$ cat config.mk
export PLATFORM = sky130hd
export DESIGN_NAME = stream_substring_replace
export DESIGN_NICKNAME = d
export VERILOG_FILES = /design/src/rtl/ssr_pkg.sv /design/src/rtl/ssr_regs.sv /design/src/rtl/ssr_core.sv /design/src/rtl/ssr_burst.sv /design/src/rtl/stream_substring_replace.sv
export SDC_FILE = /design/constraint.sdc
export NUM_CORES = 1
export LEC_CHECK = 0
export BUFFER_PORTS_ARGS = -buffer_cell sky130_fd_sc_hd__buf_4
export CAP_MARGIN = 15
export CORE_ASPECT_RATIO = 1.1
export CORE_MARGIN = 5
export CORE_UTILIZATION = 53
export CTS_CLUSTER_DIAMETER = 100
export DETAILED_ROUTE_END_ITERATION = 7
export PLACE_DENSITY = 0.71
export SETUP_SLACK_MARGIN = 0.02
export SYNTH_ARGS = -nofsm -noshare
export SYNTH_HDL_FRONTEND = slang
export SYNTH_SLANG_ARGS = --single-unit
$ cat constraint.sdc
create_clock -name i_clk -period 12.3 [get_ports i_clk]
set_input_delay 2.46 -clock i_clk [delete_from_list [all_inputs] [get_ports i_clk]]
set_output_delay 2.46 -clock i_clk [all_outputs]
set_load 0.01 [all_outputs]
$ cat src/rtl/ssr_pkg.sv
// Package for the streaming substring replace block.
// Holds the request and result types, the register map and shared helpers.
// No dependencies.
package ssr_pkg;

    localparam int MAX_NEEDLE_DEF = 8;
    localparam int INDEX_BITS_DEF = 16;
    localparam int ADDR_BITS      = 5;
    localparam int DATA_BITS      = 64;

    typedef enum logic [1:0] {
        REG_NEEDLE = 2'd0,
        REG_NLEN   = 2'd1,
        REG_REPL   = 2'd2,
        REG_MODE   = 2'd3
    } t_reg_idx;

    typedef struct packed {
        logic [7:0] in_byte;
        logic       last_byte;
    } t_in;

    typedef struct packed {
        logic [7:0]  out_byte;
        logic        out_last;
        logic        found;
        logic [15:0] match_index;
    } t_out;

    typedef struct packed {
        logic [63:0] needle_bytes;
        logic [3:0]  needle_length;
        logic [63:0] replacement_bytes;
        logic        replace_mode;
    } t_cfg;

    typedef struct packed {
        logic load;
        logic last;
        logic found;
    } t_burst_ctl;

    function automatic logic [7:0] char_at(input logic [63:0] packed_chars,
                                           input logic [2:0] k);
        char_at = packed_chars[{k, 3'b000} +: 8];
    endfunction

endpackage

$ cat src/rtl/ssr_regs.sv
// Configuration register file with an APB-style access port.
// Depends on ssr_pkg for the register map and the configuration struct.
module ssr_regs (
    input  logic                            i_clk,
    input  logic                            i_rst_n,
    input  logic                            psel,
    input  logic                            penable,
    input  logic                            pwrite,
    input  logic [ssr_pkg::ADDR_BITS-1:0]   paddr,
    input  logic [ssr_pkg::DATA_BITS-1:0]   pwdata,
    output logic [ssr_pkg::DATA_BITS-1:0]   prdata,
    output logic                            pready,
    output ssr_pkg::t_cfg                   o_cfg
);
    import ssr_pkg::*;

    t_cfg     r_cfg;
    t_reg_idx reg_idx;
    logic     wr_en;

    assign reg_idx = t_reg_idx'(paddr[ADDR_BITS-1:3]);
    assign wr_en   = psel && penable && pwrite;
    assign pready  = 1'b1;
    assign o_cfg   = r_cfg;

    always_ff @(posedge i_clk) begin
        if (!i_rst_n) begin
            r_cfg.needle_bytes      <= '0;
            r_cfg.needle_length     <= 4'd1;
            r_cfg.replacement_bytes <= '0;
            r_cfg.replace_mode      <= 1'b0;
        end else if (wr_en) begin
            unique case (reg_idx)
                REG_NEEDLE: r_cfg.needle_bytes      <= pwdata;
                REG_NLEN:   r_cfg.needle_length     <= pwdata[3:0];
                REG_REPL:   r_cfg.replacement_bytes <= pwdata;
                REG_MODE:   r_cfg.replace_mode      <= pwdata[0];
            endcase
        end
    end

    always_comb begin
        unique case (reg_idx)
            REG_NEEDLE: prdata = r_cfg.needle_bytes;
            REG_NLEN:   prdata = {60'd0, r_cfg.needle_length};
            REG_REPL:   prdata = r_cfg.replacement_bytes;
            REG_MODE:   prdata = {63'd0, r_cfg.replace_mode};
        endcase
    end

endmodule

$ cat src/rtl/ssr_core.sv
// Input register and match window: compares, replaces and releases bytes.
// Depends on ssr_pkg; feeds ssr_burst with the bytes that leave each step.
module ssr_core #(
    parameter  int MAX_NEEDLE = ssr_pkg::MAX_NEEDLE_DEF,
    parameter  int INDEX_BITS = ssr_pkg::INDEX_BITS_DEF,
    localparam int LW         = $clog2(MAX_NEEDLE + 1)
) (
    input  logic                          i_clk,
    input  logic                          i_rst_n,
    input  logic                          i_valid,
    output logic                          o_ready,
    input  ssr_pkg::t_in                  i_in,
    input  ssr_pkg::t_cfg                 i_cfg,
    input  logic                          i_can_load,
    output ssr_pkg::t_burst_ctl           o_ctl,
    output logic [MAX_NEEDLE-1:0][7:0]    o_bytes,
    output logic [LW-1:0]                 o_count,
    output logic [INDEX_BITS-1:0]         o_index
);
    import ssr_pkg::*;

    localparam int IW = (MAX_NEEDLE > 1) ? $clog2(MAX_NEEDLE) : 1;

    logic                       r_in_valid;
    t_in                        r_in;
    logic [MAX_NEEDLE-1:0][7:0] r_win;
    logic [LW-1:0]              r_fill;
    logic [INDEX_BITS-1:0]      r_pos;
    logic [LW-1:0]              r_blk;
    logic                       r_any;
    logic [INDEX_BITS-1:0]      r_idx;

    logic [MAX_NEEDLE-1:0][7:0] n_win;
    logic [LW-1:0]              n_fill;
    logic [INDEX_BITS-1:0]      n_pos;
    logic [LW-1:0]              n_blk;
    logic                       n_any;
    logic [INDEX_BITS-1:0]      n_idx;

    logic [LW-1:0]              eff_len;
    logic [LW-1:0]              fill1;
    logic [LW-1:0]              start_off;
    logic [LW-1:0]              drop;
    logic                       full;
    logic                       try_match;
    logic                       do_hit;
    logic [MAX_NEEDLE-1:0]      in_rng;
    logic [MAX_NEEDLE-1:0]      eq;
    logic [MAX_NEEDLE-1:0][7:0] w1;
    logic [MAX_NEEDLE-1:0][7:0] w2;
    logic [INDEX_BITS-1:0]      hit_start;
    logic [INDEX_BITS-1:0]      idx_upd;
    logic [LW-1:0]              count;
    logic                       advance;

    always_comb begin
        logic [LW-1:0] k;
        logic [LW:0]   sh;
        k  = '0;
        sh = '0;
        if (i_cfg.needle_length == 4'd0) begin
            eff_len = LW'(1);
        end else if (i_cfg.needle_length > 4'(MAX_NEEDLE)) begin
            eff_len = LW'(MAX_NEEDLE);
        end else begin
            eff_len = LW'(i_cfg.needle_length);
        end
        fill1     = r_fill + LW'(1);
        full      = fill1 >= eff_len;
        start_off = fill1 - eff_len;
        drop      = start_off + LW'(1);
        try_match = (r_blk == '0) && full && (i_cfg.replace_mode || !r_any);
        for (int j = 0; j < MAX_NEEDLE; j++) begin
            w1[j]     = (LW'(j) == r_fill) ? r_in.in_byte : r_win[j];
            in_rng[j] = (LW'(j) >= start_off) && (LW'(j) < fill1);
            k         = LW'(j) - start_off;
            eq[j]     = !in_rng[j] || (w1[j] == char_at(i_cfg.needle_bytes, 3'(k)));
        end
        do_hit = try_match && (&eq);
        for (int j = 0; j < MAX_NEEDLE; j++) begin
            k     = LW'(j) - start_off;
            w2[j] = (do_hit && in_rng[j]) ?
                    char_at(i_cfg.replacement_bytes, 3'(k)) : w1[j];
        end

        if (&r_pos) begin
            hit_start = r_pos;
        end else if (r_pos >= INDEX_BITS'(eff_len - LW'(1))) begin
            hit_start = r_pos - INDEX_BITS'(eff_len - LW'(1));
        end else begin
            hit_start = '0;
        end
        idx_upd = do_hit ? hit_start : r_idx;

        if (r_in.last_byte) begin
            count = fill1;
        end else if (full) begin
            count = drop;
        end else begin
            count = '0;
        end

        n_pos = (&r_pos) ? r_pos : r_pos + INDEX_BITS'(1);
        n_any = r_any || do_hit;
        n_idx = idx_upd;
        if (r_blk != '0) begin
            n_blk = r_blk - LW'(1);
        end else if (do_hit) begin
            n_blk = eff_len - LW'(1);
        end else begin
            n_blk = r_blk;
        end
        if (full) begin
            n_fill = eff_len - LW'(1);
            for (int j = 0; j < MAX_NEEDLE; j++) begin
                sh       = (LW + 1)'(j) + (LW + 1)'(drop);
                n_win[j] = (sh < (LW + 1)'(MAX_NEEDLE)) ? w2[IW'(sh)] : 8'h00;
            end
        end else begin
            n_fill = fill1;
            n_win  = w2;
        end
        if (r_in.last_byte) begin
            n_fill = '0;
            n_pos  = '0;
            n_blk  = '0;
            n_any  = 1'b0;
            n_idx  = '0;
        end
    end

    assign advance     = r_in_valid && ((count == '0) || i_can_load);
    assign o_ready     = !r_in_valid || advance;
    assign o_ctl.load  = advance && (count != '0);
    assign o_ctl.last  = r_in.last_byte;
    assign o_ctl.found = r_any || do_hit;
    assign o_bytes     = w2;
    assign o_count     = count;
    assign o_index     = idx_upd;

    always_ff @(posedge i_clk) begin
        if (!i_rst_n) begin
            r_in_valid <= 1'b0;
            r_fill     <= '0;
            r_pos      <= '0;
            r_blk      <= '0;
            r_any      <= 1'b0;
            r_idx      <= '0;
        end else begin
            if (o_ready) begin
                r_in_valid <= i_valid;
            end
            if (advance) begin
                r_fill <= n_fill;
                r_pos  <= n_pos;
                r_blk  <= n_blk;
                r_any  <= n_any;
                r_idx  <= n_idx;
            end
        end
    end

    always_ff @(posedge i_clk) begin
        if (i_valid && o_ready) begin
            r_in <= i_in;
        end
        if (advance) begin
            r_win <= n_win;
        end
    end

`ifndef ASSERT_OFF
    a_fill_room: assert property (@(posedge i_clk) disable iff (!i_rst_n)
        r_fill < LW'(MAX_NEEDLE))
        else $error("window fill reached the window depth");

    a_end_clears: assert property (@(posedge i_clk) disable iff (!i_rst_n)
        advance && r_in.last_byte |=> (r_fill == '0) && !r_any && (r_pos == '0))
        else $error("stream state not cleared after the final byte");

    a_block_after_hit: assert property (@(posedge i_clk) disable iff (!i_rst_n)
        (r_blk != '0) |-> r_any)
        else $error("window blocked without any replacement");
`endif

endmodule

$ cat src/rtl/ssr_burst.sv
// Result buffer that holds the bytes released by one step and hands them out one at a time.
// Depends on ssr_pkg for the result type and the load control struct.
module ssr_burst #(
    parameter  int MAX_NEEDLE = ssr_pkg::MAX_NEEDLE_DEF,
    parameter  int INDEX_BITS = ssr_pkg::INDEX_BITS_DEF,
    localparam int LW         = $clog2(MAX_NEEDLE + 1)
) (
    input  logic                          i_clk,
    input  logic                          i_rst_n,
    input  ssr_pkg::t_burst_ctl           i_ctl,
    input  logic [MAX_NEEDLE-1:0][7:0]    i_bytes,
    input  logic [LW-1:0]                 i_count,
    input  logic [INDEX_BITS-1:0]         i_index,
    output logic                          o_can_load,
    output logic                          o_valid,
    input  logic                          i_ready,
    output ssr_pkg::t_out                 o_out
);
    import ssr_pkg::*;

    logic [MAX_NEEDLE-1:0][7:0] r_buf;
    logic [LW-1:0]              r_cnt;
    logic                       r_last;
    logic                       r_found;
    logic [INDEX_BITS-1:0]      r_idx;
    logic                       pop;
    logic                       fin;

    assign pop        = (r_cnt != '0) && i_ready;
    assign o_can_load = (r_cnt == '0) || ((r_cnt == LW'(1)) && i_ready);
    assign o_valid    = r_cnt != '0;
    assign fin        = r_last && (r_cnt == LW'(1));

    assign o_out.out_byte    = r_buf[0];
    assign o_out.out_last    = fin;
    assign o_out.found       = fin && r_found;
    assign o_out.match_index = fin ? 16'(r_idx) : 16'd0;

    always_ff @(posedge i_clk) begin
        if (!i_rst_n) begin
            r_cnt <= '0;
        end else if (i_ctl.load) begin
            r_cnt <= i_count;
        end else if (pop) begin
            r_cnt <= r_cnt - LW'(1);
        end
    end

    always_ff @(posedge i_clk) begin
        if (i_ctl.load) begin
            r_buf   <= i_bytes;
            r_last  <= i_ctl.last;
            r_found <= i_ctl.found;
            r_idx   <= i_index;
        end else if (pop) begin
            for (int j = 0; j < MAX_NEEDLE; j++) begin
                r_buf[j] <= (j + 1 < MAX_NEEDLE) ? r_buf[(j + 1) % MAX_NEEDLE] : 8'h00;
            end
        end
    end

`ifndef ASSERT_OFF
    a_load_room: assert property (@(posedge i_clk) disable iff (!i_rst_n)
        i_ctl.load |-> (r_cnt == '0) || ((r_cnt == LW'(1)) && i_ready))
        else $error("burst loaded over bytes not yet delivered");

    a_pop_count: assert property (@(posedge i_clk) disable iff (!i_rst_n)
        pop && !i_ctl.load |=> r_cnt == $past(r_cnt) - LW'(1))
        else $error("burst count did not follow a delivered byte");

    a_cnt_range: assert property (@(posedge i_clk) disable iff (!i_rst_n)
        r_cnt <= LW'(MAX_NEEDLE))
        else $error("burst count beyond the buffer depth");
`endif

endmodule

$ cat src/rtl/stream_substring_replace.sv
// Streaming substring search and replace, top level.
// Instantiates ssr_regs, ssr_core and ssr_burst; types come from ssr_pkg.
//
// Usage: write the needle, its length, the replacement and the mode over the
// APB port while the stream is idle. Characters arrive one per request on the
// input channel, the final one flagged by last_byte. Result requests carry one
// character each; the final one of a string has out_last set together with
// found and match_index.
// A character leaves once a full window of needle length stands behind it,
// so a request normally yields one result, none while the window fills, and
// the whole window on the final character.
// Throughput is one request per cycle while at most one character leaves per
// request and the receiver takes every result. The final request releases the
// whole window at one character per cycle while the receiver is ready, so the
// next request that releases characters waits until the result buffer holds one.
// An accepted request passes the input register and then the result buffer
// before its first result appears.
// When the receiver stalls, the result buffer holds and the input register
// takes one more request before input ready drops.
// Reset clears the registers to their defaults and empties the window.
module stream_substring_replace #(
    parameter int MAX_NEEDLE = ssr_pkg::MAX_NEEDLE_DEF,
    parameter int INDEX_BITS = ssr_pkg::INDEX_BITS_DEF
) (
    input  logic                            i_clk,
    input  logic                            i_rst_n,
    input  logic                            i_valid,
    output logic                            o_ready,
    input  ssr_pkg::t_in                    i_in,
    output logic                            o_valid,
    input  logic                            i_ready,
    output ssr_pkg::t_out                   o_out,
    input  logic                            psel,
    input  logic                            penable,
    input  logic                            pwrite,
    input  logic [ssr_pkg::ADDR_BITS-1:0]   paddr,
    input  logic [ssr_pkg::DATA_BITS-1:0]   pwdata,
    output logic [ssr_pkg::DATA_BITS-1:0]   prdata,
    output logic                            pready
);
    import ssr_pkg::*;

    localparam int LW = $clog2(MAX_NEEDLE + 1);

    t_cfg                       cfg;
    t_burst_ctl                 burst_ctl;
    logic [MAX_NEEDLE-1:0][7:0] burst_bytes;
    logic [LW-1:0]              burst_count;
    logic [INDEX_BITS-1:0]      burst_index;
    logic                       can_load;

    ssr_regs u_regs (
        .i_clk   (i_clk),
        .i_rst_n (i_rst_n),
        .psel    (psel),
        .penable (penable),
        .pwrite  (pwrite),
        .paddr   (paddr),
        .pwdata  (pwdata),
        .prdata  (prdata),
        .pready  (pready),
        .o_cfg   (cfg)
    );

    ssr_core #(
        .MAX_NEEDLE (MAX_NEEDLE),
        .INDEX_BITS (INDEX_BITS)
    ) u_core (
        .i_clk      (i_clk),
        .i_rst_n    (i_rst_n),
        .i_valid    (i_valid),
        .o_ready    (o_ready),
        .i_in       (i_in),
        .i_cfg      (cfg),
        .i_can_load (can_load),
        .o_ctl      (burst_ctl),
        .o_bytes    (burst_bytes),
        .o_count    (burst_count),
        .o_index    (burst_index)
    );

    ssr_burst #(
        .MAX_NEEDLE (MAX_NEEDLE),
        .INDEX_BITS (INDEX_BITS)
    ) u_burst (
        .i_clk      (i_clk),
        .i_rst_n    (i_rst_n),
        .i_ctl      (burst_ctl),
        .i_bytes    (burst_bytes),
        .i_count    (burst_count),
        .i_index    (burst_index),
        .o_can_load (can_load),
        .o_valid    (o_valid),
        .i_ready    (i_ready),
        .o_out      (o_out)
    );

endmodule

# == Word-level counts from Yosys, hierarchy flattened ==
# Index checks and enable logic that the tools add are counted.
# Widths: inputs -> output; s select.
# totals
wordCells,260
out_inout_bits,93
input_bits,85
ff_bits,334
# classes
add_sub_neg,24
n_mux,63
eq_ne,20
reduce_logical,70
order_cmp,35
shift,16
# ops
cell,count
$shiftx 64x7->8,16
$mux 8,32
$pmux 64 s4,1
$bmux 8 s3,8
$mux 64,3
$mux 16,7
$eq 8x8->1,8
$mux 4,11
$lt 5x4->1 const B,7
$lt 3x4->1 const B,8
$logic_and 1x1->1,28
$add 3x4->5 const A,4
$logic_not 4->1,5
$add 16x1->16 const B,1
$eq 3x4->1 const A,4
$ge 16x16->1,1
$ge 3x4->1 const A,4
$lt 3x4->1 const A,4
$reduce_and 16->1,1
$sub 16x16->16,1
$logic_or 1x1->1,13
$reduce_and 2->1,6
$reduce_bool 4->1,3
$sub 3x3->3 const A,4
27 further kinds,48

# == Logic depth before layout (Yosys ltp) ==
# Gate-level depths: netlist of the first run.
# logic_depth
depth_word,16
ltp_mapped,26
depth_no_buf,20

# == By module ==
# From an unflattened synthesis of the first run, not the netlist that was laid out.
# hier_totals
hier_cells,2535
hier_area_um2,25713.4
# modules_own_cells
module,instances,area_each_um2,cells_each,seq_area_each_um2
ssr_core,1,16030.4,1661,3032.9
ssr_regs,1,6035.8,654,2662.6
ssr_burst,1,3647.2,220,2542.4

# == Worst setup path before layout of the first run ==
# No wires, ideal clock.
# synth_path
path_kind,reg-to-reg
start,register u_core.r_fill[0]
end,"register u_burst.r_buf (netlist bit u_burst.o_out[18]), enable pin"
path_stages_with_launch,22
t_arrival_ns,7.900
path_buffers,5
synth_period_minus_slack_ns,8.590
required_time_ns,11.610
setup_slack_ns,3.710
cell_sequence,dfxtp_1 > inv_1 > ha_1 > inv_1 > fa_1 > xor2_4 > inv_6 > buf_6 > buf_1 > buf_1 > ha_1 > nor2b_1 > xnor3_1 > a22oi_1 > nand3_1 > o31a_1 > nand2b_1 > clkinv_1 > nand2_1 > clkbuf_1 > clkbuf_1 > nand2_1
# synth_between
elab_chain_len,10
# synth_rtl
element,line,source
"start, declared",ssr_core.sv:27,logic [LW-1:0] r_fill;
"start signal, assigned",ssr_core.sv:154,r_fill <= n_fill;
$add 4x1->4 (*),ssr_core.sv:68,fill1 = r_fill + LW'(1);
$sub 4x4->4,ssr_core.sv:70,start_off = fill1 - eff_len;
$add 4x1->4,ssr_core.sv:71,drop = start_off + LW'(1);
$mux 4,ssr_core.sv:97,end else if (full) begin
$mux 4 (*),ssr_core.sv:95,if (r_in.last_byte) begin
$logic_not 4->1 (*),ssr_core.sv:132,assign advance = r_in_valid && ((count == '0) || i_can_load);
$logic_or 1x1->1 (*),ssr_core.sv:132,
$logic_and 1x1->1 (*),ssr_core.sv:132,
net u_core.advance,ssr_core.sv:54,logic advance;
$logic_and 1x1->1 (*),ssr_core.sv:134,assign o_ctl.load = advance && (count != '0);
$reduce_bool 2->1 (no line) (*),n/a,
"end signal, assigned",ssr_burst.sv:51,r_buf <= i_bytes;
"end signal, assigned by index",ssr_burst.sv:57,r_buf[j] <= (j + 1 < MAX_NEEDLE) ? r_buf[(j + 1) % MAX_NEEDLE] : 8'h00;
"end, declared",ssr_burst.sv:21,logic [MAX_NEEDLE-1:0][7:0] r_buf;
# The timed path passes the listed nets; every way through them passes the cells marked *.
# A chain may end at the register's enable or synchronous reset.

# == Worst setup path after layout of the first run ==
# layout_path
start,register u_core.r_fill[0]
end,output o_ready
# layout_between
elab_chain_len,9
# layout_rtl
element,line,source
$add 4x1->4 (*),ssr_core.sv:68,
$sub 4x4->4,ssr_core.sv:70,
$add 4x1->4,ssr_core.sv:71,
$mux 4,ssr_core.sv:97,
$mux 4 (*),ssr_core.sv:95,
$logic_not 4->1 (*),ssr_core.sv:132,
$logic_or 1x1->1 (*),ssr_core.sv:132,
$logic_and 1x1->1 (*),ssr_core.sv:132,
$logic_or 1x1->1 (*),ssr_core.sv:133,assign o_ready = !r_in_valid || advance;
"end, declared",stream_substring_replace.sv:28,"output logic o_ready,"
# Mark *: on every way between the ends. The rest lies on a longest branch, timed or not.

==> qor.yml, run 1 <==
clock-sinks: 334
p_leak_nw: 10.9
power_mw: 3.92
cp-start-kind: "flip-flop"
initial_core_util: 0.535
postCtsSetupRepairBufs: 0
synth-seq-area-share: 0.329
drt_iter0_markers: 2582
drtAntennaViolNets: 0
cts_buffers: 38
grt_pass1_vias: 19968
max_slew_margin: 0.188
vdd_ir_drop_max_mv: 0.105
drc: 2
overflow: 0
cap_viol_max_count: 0
wire_per_inst_um: 27.9
critPathRequiredTime_ps: 9840
ys_ff_latch: 334
io_buffer_count: 173
root_buffer: "clkbuf_16"
cp-end-kind: "output pin"
ys_types: 76
fp.coreArea_sq_um: 46700
syn_area_sq_um: 25000
yosys_most_used_dff: "dfxtp_1"
via_per_inst: 6.74
hold_class: "reg -> reg"
worstMarginPinSlew_ps: 1190
worst_ep_arrival_time_ps: 6900
htreeDepth: 2
finalMaxSlewViolations: 0
drtPass1Iterations: 8
antenna_found_initial: 0
io_pins: 178
clock_latency_ps: 570
rsz0062_at_grt: "no"
antennaDiodeCount: 0
nNetsFinal: 2650
place.gp.congestion: 0.991
powerDensity_nw_per_um2: 140
grt_pass1_wl_um: 130000
dieArea_sq_um: 51700
setup_viol: 0
cts_resized: 0
final_hold_viol_count: 0
cts_hold_buffers: 0
netlist.area_leader.share: 0.186
die_w_um: 217
fmax_mhz: 107
grt_max_degree: 155
status: "finished with violations"
final_area_sq_um: 27900
fin_tns_setup_ps: 0
die_h_um: 238
vias: 21164
synth_area_leaders: "edfxtp_1, dfxtp_1, mux2i_1, mux4_2, nand2_1"
clock_path_buffers: 3
path_clk_slew_ps: 60
synth_warnings: 0
dp_hpwl_um: 64500
period_share: 0.761
post_dp_cell_area_sq_um: 26700
period_minus_slack_ps: 9360
synth_most_common_cell: "nand2_1"
cts_tree: "yes"
async_flop_share: 0
yosysTopAreaCell: "edfxtp_1"
synth_commonest_cells: "nand2_1, mux2i_1, dfxtp_1"
grtUsageTotal: 0.327
synth_edf_count: 155
syn_inst: 2455
drive_above_1_share: 0.218
areaGrowthSynthToFinish_pct: 11.6
skew_ps: 15.0
crit_type: "reg -> out"
path_max_fanout: 77
routed_wl_um: 87600
syn_area_per_cell_sq_um: 10.2
fp-row-count: 83
violations: "DRC"
where the power goes:
part	leakage [nW]	internal, mW	switching [mW]
Clock	0.596	0.647	0.492
Sequential	2.92	1.48	0.0827
Combinational	7.43	0.471	0.748
Total	10.9	2.59	1.32
flip-flops by register name (all words and copies together), names as in the netlist:
register / cells
u_core.r_idx: 16
u_regs.o_cfg: 133
u_core.r_win: 64
u_core.r_in_valid: 1
u_core.r_in: 8
u_core.r_any: 1
u_burst.r_buf: 56
u_burst.r_last: 1
u_core.r_blk: 4
u_core.r_pos: 16
u_core.r_fill: 4
u_core.o_ctl: 1
u_burst.r_cnt: 4
u_burst.o_out: 8
u_burst.r_idx: 16
u_burst.r_found: 1
worst max-delay path, cell delays in order, from the launching register on:
cell,delay [ps]
dfxtp_1,540
inv_1,180
ha_1,450
inv_1,120
fa_4,1530
inv_1,440
ha_2,350
buf_4,320
xnor3_2,290
buf_4,450
inv_4,320
o31ai_1,590
nor2_1,100
nand3_1,170
o31a_1,200
nand2_1,80
buf_4,150
stage by stage:
stage	cells	setup WS, ps	hold WS, ps	util
finish	3142	2940	477	0.597
global route	3142	2650	490	0.597
CTS	3140	2930	477	0.597
detailed placement	3074	3190	463	0.571
global placement	3074	3270	456	0.571
floorplan	2468	3710	438	-
cell usage in the layout (no fill, tap or decap), drive strengths merged, types with 9 or more instances in the layout:
cell type / count
xnor2: 49
a221o: 16
o21ai: 55
a222oi: 24
mux4: 152
mux2: 94
conb: 14
a22o: 31
nor2b: 44
buf: 208
nor3: 31
and2: 24
inv: 40
clkbuf: 45
dfxtp: 179
xor2: 54
nand4: 12
nor2: 132
nand2: 403
edfxtp: 155
nand3: 23
mux2i: 349
ha: 42
a21boi: 135
a211oi: 19
nor4: 15
a21oi: 47
a22oi: 18
o22a: 11
and3: 9
clkinv: 12
layout make-up:
type	count	area, sq um
repair buffers	208	1570
multi-input cells	1901	16000
clock buffers	45	1040
clock inverters	21	188
flip-flops and latches	334	8240
well taps	595	744
fillers	3964	18800
inverters	38	150
layer usage:
| layer | routed length (um) | part of all wire | global-route usage | up-vias |
|---|---|---|---|---|
| li1 | - | - | - | 9266 |
| met1 | 34600 | 0.39 | 0.447 | 10317 |
| met2 | 39200 | 0.45 | 0.508 | 1364 |
| met3 | 9020 | 0.10 | 0.0666 | 217 |
| met4 | 4810 | 0.055 | 0.145 | 0 |
| met5 | 0 | 0 | 0 | - |
final timing paths:
path,start,end,slack (ps),cells after the start
max reg2reg,u_core.r_fill[0],u_core.r_win[50],3060,20
min,u_core.r_idx[2],u_core.r_idx[2],480,1
max,u_core.r_fill[0],o_ready,2940,16
min reg2reg,u_core.r_idx[2],u_core.r_idx[2],480,1
logic make-up after synthesis:
logic type	count (synthesis)	share of synthesized area
adders and majority gates	44	0.0226
buffers and inverters	233	0.0389
DFF	334	0.329
xor gates and xnor gates	105	0.0397
other	1	0.000150
muxes	595	0.319
AOI/OAI and AO/OA	418	0.123
and+or+nand+nor	725	0.127
No activity file was read; power rests on OpenSTA's default activity.
==> inputs of run 2 (changes only) <==
==> constraint.sdc (replaced) <==
create_clock -name i_clk -period 9.5 [get_ports i_clk]
set_input_delay 1.9 -clock i_clk [delete_from_list [all_inputs] [get_ports i_clk]]
set_output_delay 1.9 -clock i_clk [all_outputs]
set_load 0.01 [all_outputs]
==> run 2 against run 1 <==
Compared with the run above: the flow still finishes with violations (DRC); clock power up 39%; sequential share of layout area shrank 0.18 points; non-clock buffer count grew 15; core utilization increased by 0.36 points; first-iteration DRC count up 3.2%; power grew 32%; combinational power increased by 29%; hold slack worse by 3.5 ps; die area stayed put; critical path type is now reg -> reg; clock skew up 7.0 ps; register-to-register slack worse by 1300 ps.
==> qor.yml, run 2 (synthesis results as in run 1) <==
reg2reg_from: "u_core.r_fill[0]"  # unchanged
status: "finished with violations"  # unchanged
hold_start: "u_core.r_idx[7]"  # was u_core.r_idx[2]
p_int_mw: 3.45  # was 2.59 mW
worstMarginPinSlew_ps: 1220  # was 1190 ps
seqPwrFrac: 0.393  # was 0.398
cts_buffers: 39  # was 38
path_cells: "inv_1, ha_1, inv_1, fa_4, inv_1, ha_2, xnor3_2, buf_4, mux4_2, xnor2_1, o211ai_1, a211oi_2, a41oi_1, or2_1, or4_1, mux2i_1, mux4_2, a221o_1"  # was inv_1, ha_1, inv_1, fa_4, inv_1, ha_2, buf_4, xnor3_2, buf_4, inv_4, o31ai_1, nor2_1, nand3_1, o31a_1, nand2_1, buf_4
final_common_cell: "nand2_1"  # unchanged
clock_latency_ps: 590  # was 570 ps
dieArea_sq_um: 51700  # unchanged
violations: "DRC"  # unchanged
cts_hold_buffers: 0  # unchanged
grtUsageTotal: 0.329  # was 0.327
htreeDepth: 2  # unchanged
overflow: 0  # unchanged
final_cell_mix: "nand2_1, mux2i_1, buf_4, dfxtp_1, edfxtp_1"  # unchanged
cts_resized: 0  # unchanged
worst_path_dominant_cell_family: "adder cells"  # unchanged
cp.depth: 18  # was 16
final_hold_viol_count: 0  # unchanged
dp_hpwl_um: 66100  # was 64500 um
grt_pass1_wl_um: 130000  # about the same
powerDensity_nw_per_um2: 184  # was 140 nW/um^2
fin_tns_setup_ps: 0  # unchanged
drc: 1  # was 2
period_minus_slack_ps: 7740
rsz0062_at_grt: "no"  # unchanged
fp-row-count: 83  # unchanged
initial_core_util: 0.535  # unchanged
nNetsFinal: 2666  # was 2650
fillers: 3972  # was 3964
place.gp.congestion: 1.02  # was 0.991
finalWorstSetupSlack_ps: 1760  # was 2940 ps
max_slew_margin: 0.164  # was 0.188
power_mw: 5.17  # was 3.92 mW
cap_viol_max_count: 0  # unchanged
drt_iter0_markers: 2664  # was 2582
grt_max_degree: 143  # was 155
cp-end-kind: "flip-flop"  # was output pin
crit_path_frequent_cell: "inv_1"
p_leak_nw: 11.1  # was 10.9 nW
rr_worst_depth: 18  # was 20
finalMaxSlewViolations: 0  # unchanged
path_max_fanout: 25  # was 77
path_clk_slew_ps: 60  # about the same
io_pins: 178  # unchanged
startpoint: "u_core.r_fill[0]"  # unchanged
crit_slowest_cell: "fa_4"  # unchanged
antenna_found_initial: 0  # unchanged
dp_cells: 3090  # was 3074
die_w_um: 217  # unchanged
post_dp_cell_area_sq_um: 26800  # was 26700 sq um
hold_class: "reg -> reg"  # unchanged
drive_above_1_share: 0.220  # was 0.218
swShare: 0.333  # was 0.338
r2r_setup_slack_ps: 1760  # was 3060 ps
vdd_ir_drop_max_mv: 0.204  # was 0.105 mV
cts_tree: "yes"  # unchanged
cp.buffers_inverters: 4  # was 7
clock-sinks: 334  # unchanged
pwr-share-clk: 0.304  # was 0.291
clock_path_buffers: 3  # unchanged
skew_ps: 21.9  # was 15.0 ps
routed_wl_um: 87800  # was 87600 um
drtAntennaViolNets: 0  # unchanged
p_comb_frac: 0.303  # was 0.311
worst_ep_arrival_time_ps: 8060  # was 6900 ps
setup_viol: 0  # unchanged
dp_slack_ps: 1890  # was 3190 ps
grt_pass1_vias: 19920  # was 19968
via_per_inst: 6.67  # was 6.74
io_buffer_count: 173  # unchanged
crit_type: "reg -> reg"  # was reg -> out
r2r_end: "u_core.r_win[54]"  # was u_core.r_win[50]
seqCellArea_sq_um: 8240  # unchanged
wire_per_inst_um: 27.8  # was 27.9 um
crit_end: "u_core.r_win[54]"  # was o_ready
critPathMaxStageDelay_ps: 1030  # was 1530 ps
fp.coreArea_sq_um: 46700  # unchanged
period_share: 0.815
die_h_um: 238  # unchanged
areaGrowthSynthToFinish_pct: 12.3  # was 11.6%
p_switching_mw: 1.72  # was 1.32 mW
cp-start-kind: "flip-flop"  # unchanged
root_buffer: "clkbuf_16"  # unchanged
vias: 21108  # was 21164
final_area_sq_um: 28100  # was 27900 sq um
multiInputGateArea_sq_um: 16000  # about the same
drtPass1Iterations: 8  # unchanged
largest_reg_flops: 133  # unchanged
critPathRequiredTime_ps: 9820  # was 9840 ps
final_cells: 3163  # was 3142
postCtsSetupRepairBufs: 0  # unchanged
fmax_mhz: 129
## run 2: power by group through the flow
stage	clock [mW]	sequential [mW]	combinational, mW
final	1.58	2.03	1.57
after global routing	1.65	2.05	1.66
after CTS	1.59	2.03	1.54
after detailed placement	0	2.05	1.54
after global placement	0	2.05	1.51
after floorplan	0	2.00	1.09
## run 2: how the worst min path moves through the flow
| stage | endpoint | cells past startpoint |
|---|---|---|
| floorplan | u_core.r_idx[4] | 1 |
| global placement | u_core.r_idx[4] | 1 |
| detailed placement | u_core.r_idx[3] | 1 |
| CTS | u_core.r_idx[7] | 1 |
| global route | u_core.r_idx[4] | 1 |
| finish | u_core.r_idx[7] | 1 |
## run 2: metal layers
layer  share of wire  track usage  wire length, um  vias up
met5               0            0                0        -
li1                -            -                -     9300
met3           0.093       0.0547             8140      186
met1            0.40        0.455            35400    10397
met4           0.045        0.125             3920        0
met2            0.46        0.525            40400     1225
## run 2: stage by stage
stage / util / hold slack [ps]
finish: 0.601 / 474
floorplan: - / 438
detailed placement: 0.573 / 460
global placement: 0.573 / 455
CTS: 0.601 / 475
global route: 0.601 / 486
## run 2: layout make-up
cell class | instances | share of cell area
Multi-Input combinational cell | 1901 | 0.568
Sequential cell | 334 | 0.293
Timing Repair Buffer | 223 | 0.0600
Clock buffer | 52 | 0.0387
Tap cell | 595 | 0.0265
Clock inverter | 19 | 0.00780
Inverter | 38 | 0.00535
Antenna cell | 1 | 0.0000891
## run 2: worst reg2reg max path: stages (launching register included)
cell and delay, ps:
dfxtp_1 550, inv_1 150, ha_1 430, inv_1 130
fa_4 1030, inv_1 250, ha_2 330, xnor3_2 290
buf_4 460, mux4_2 420, xnor2_1 280, o211ai_1 190
a211oi_2 340, a41oi_1 230, or2_1 360, or4_1 720
mux2i_1 420, mux4_2 600, a221o_1 330
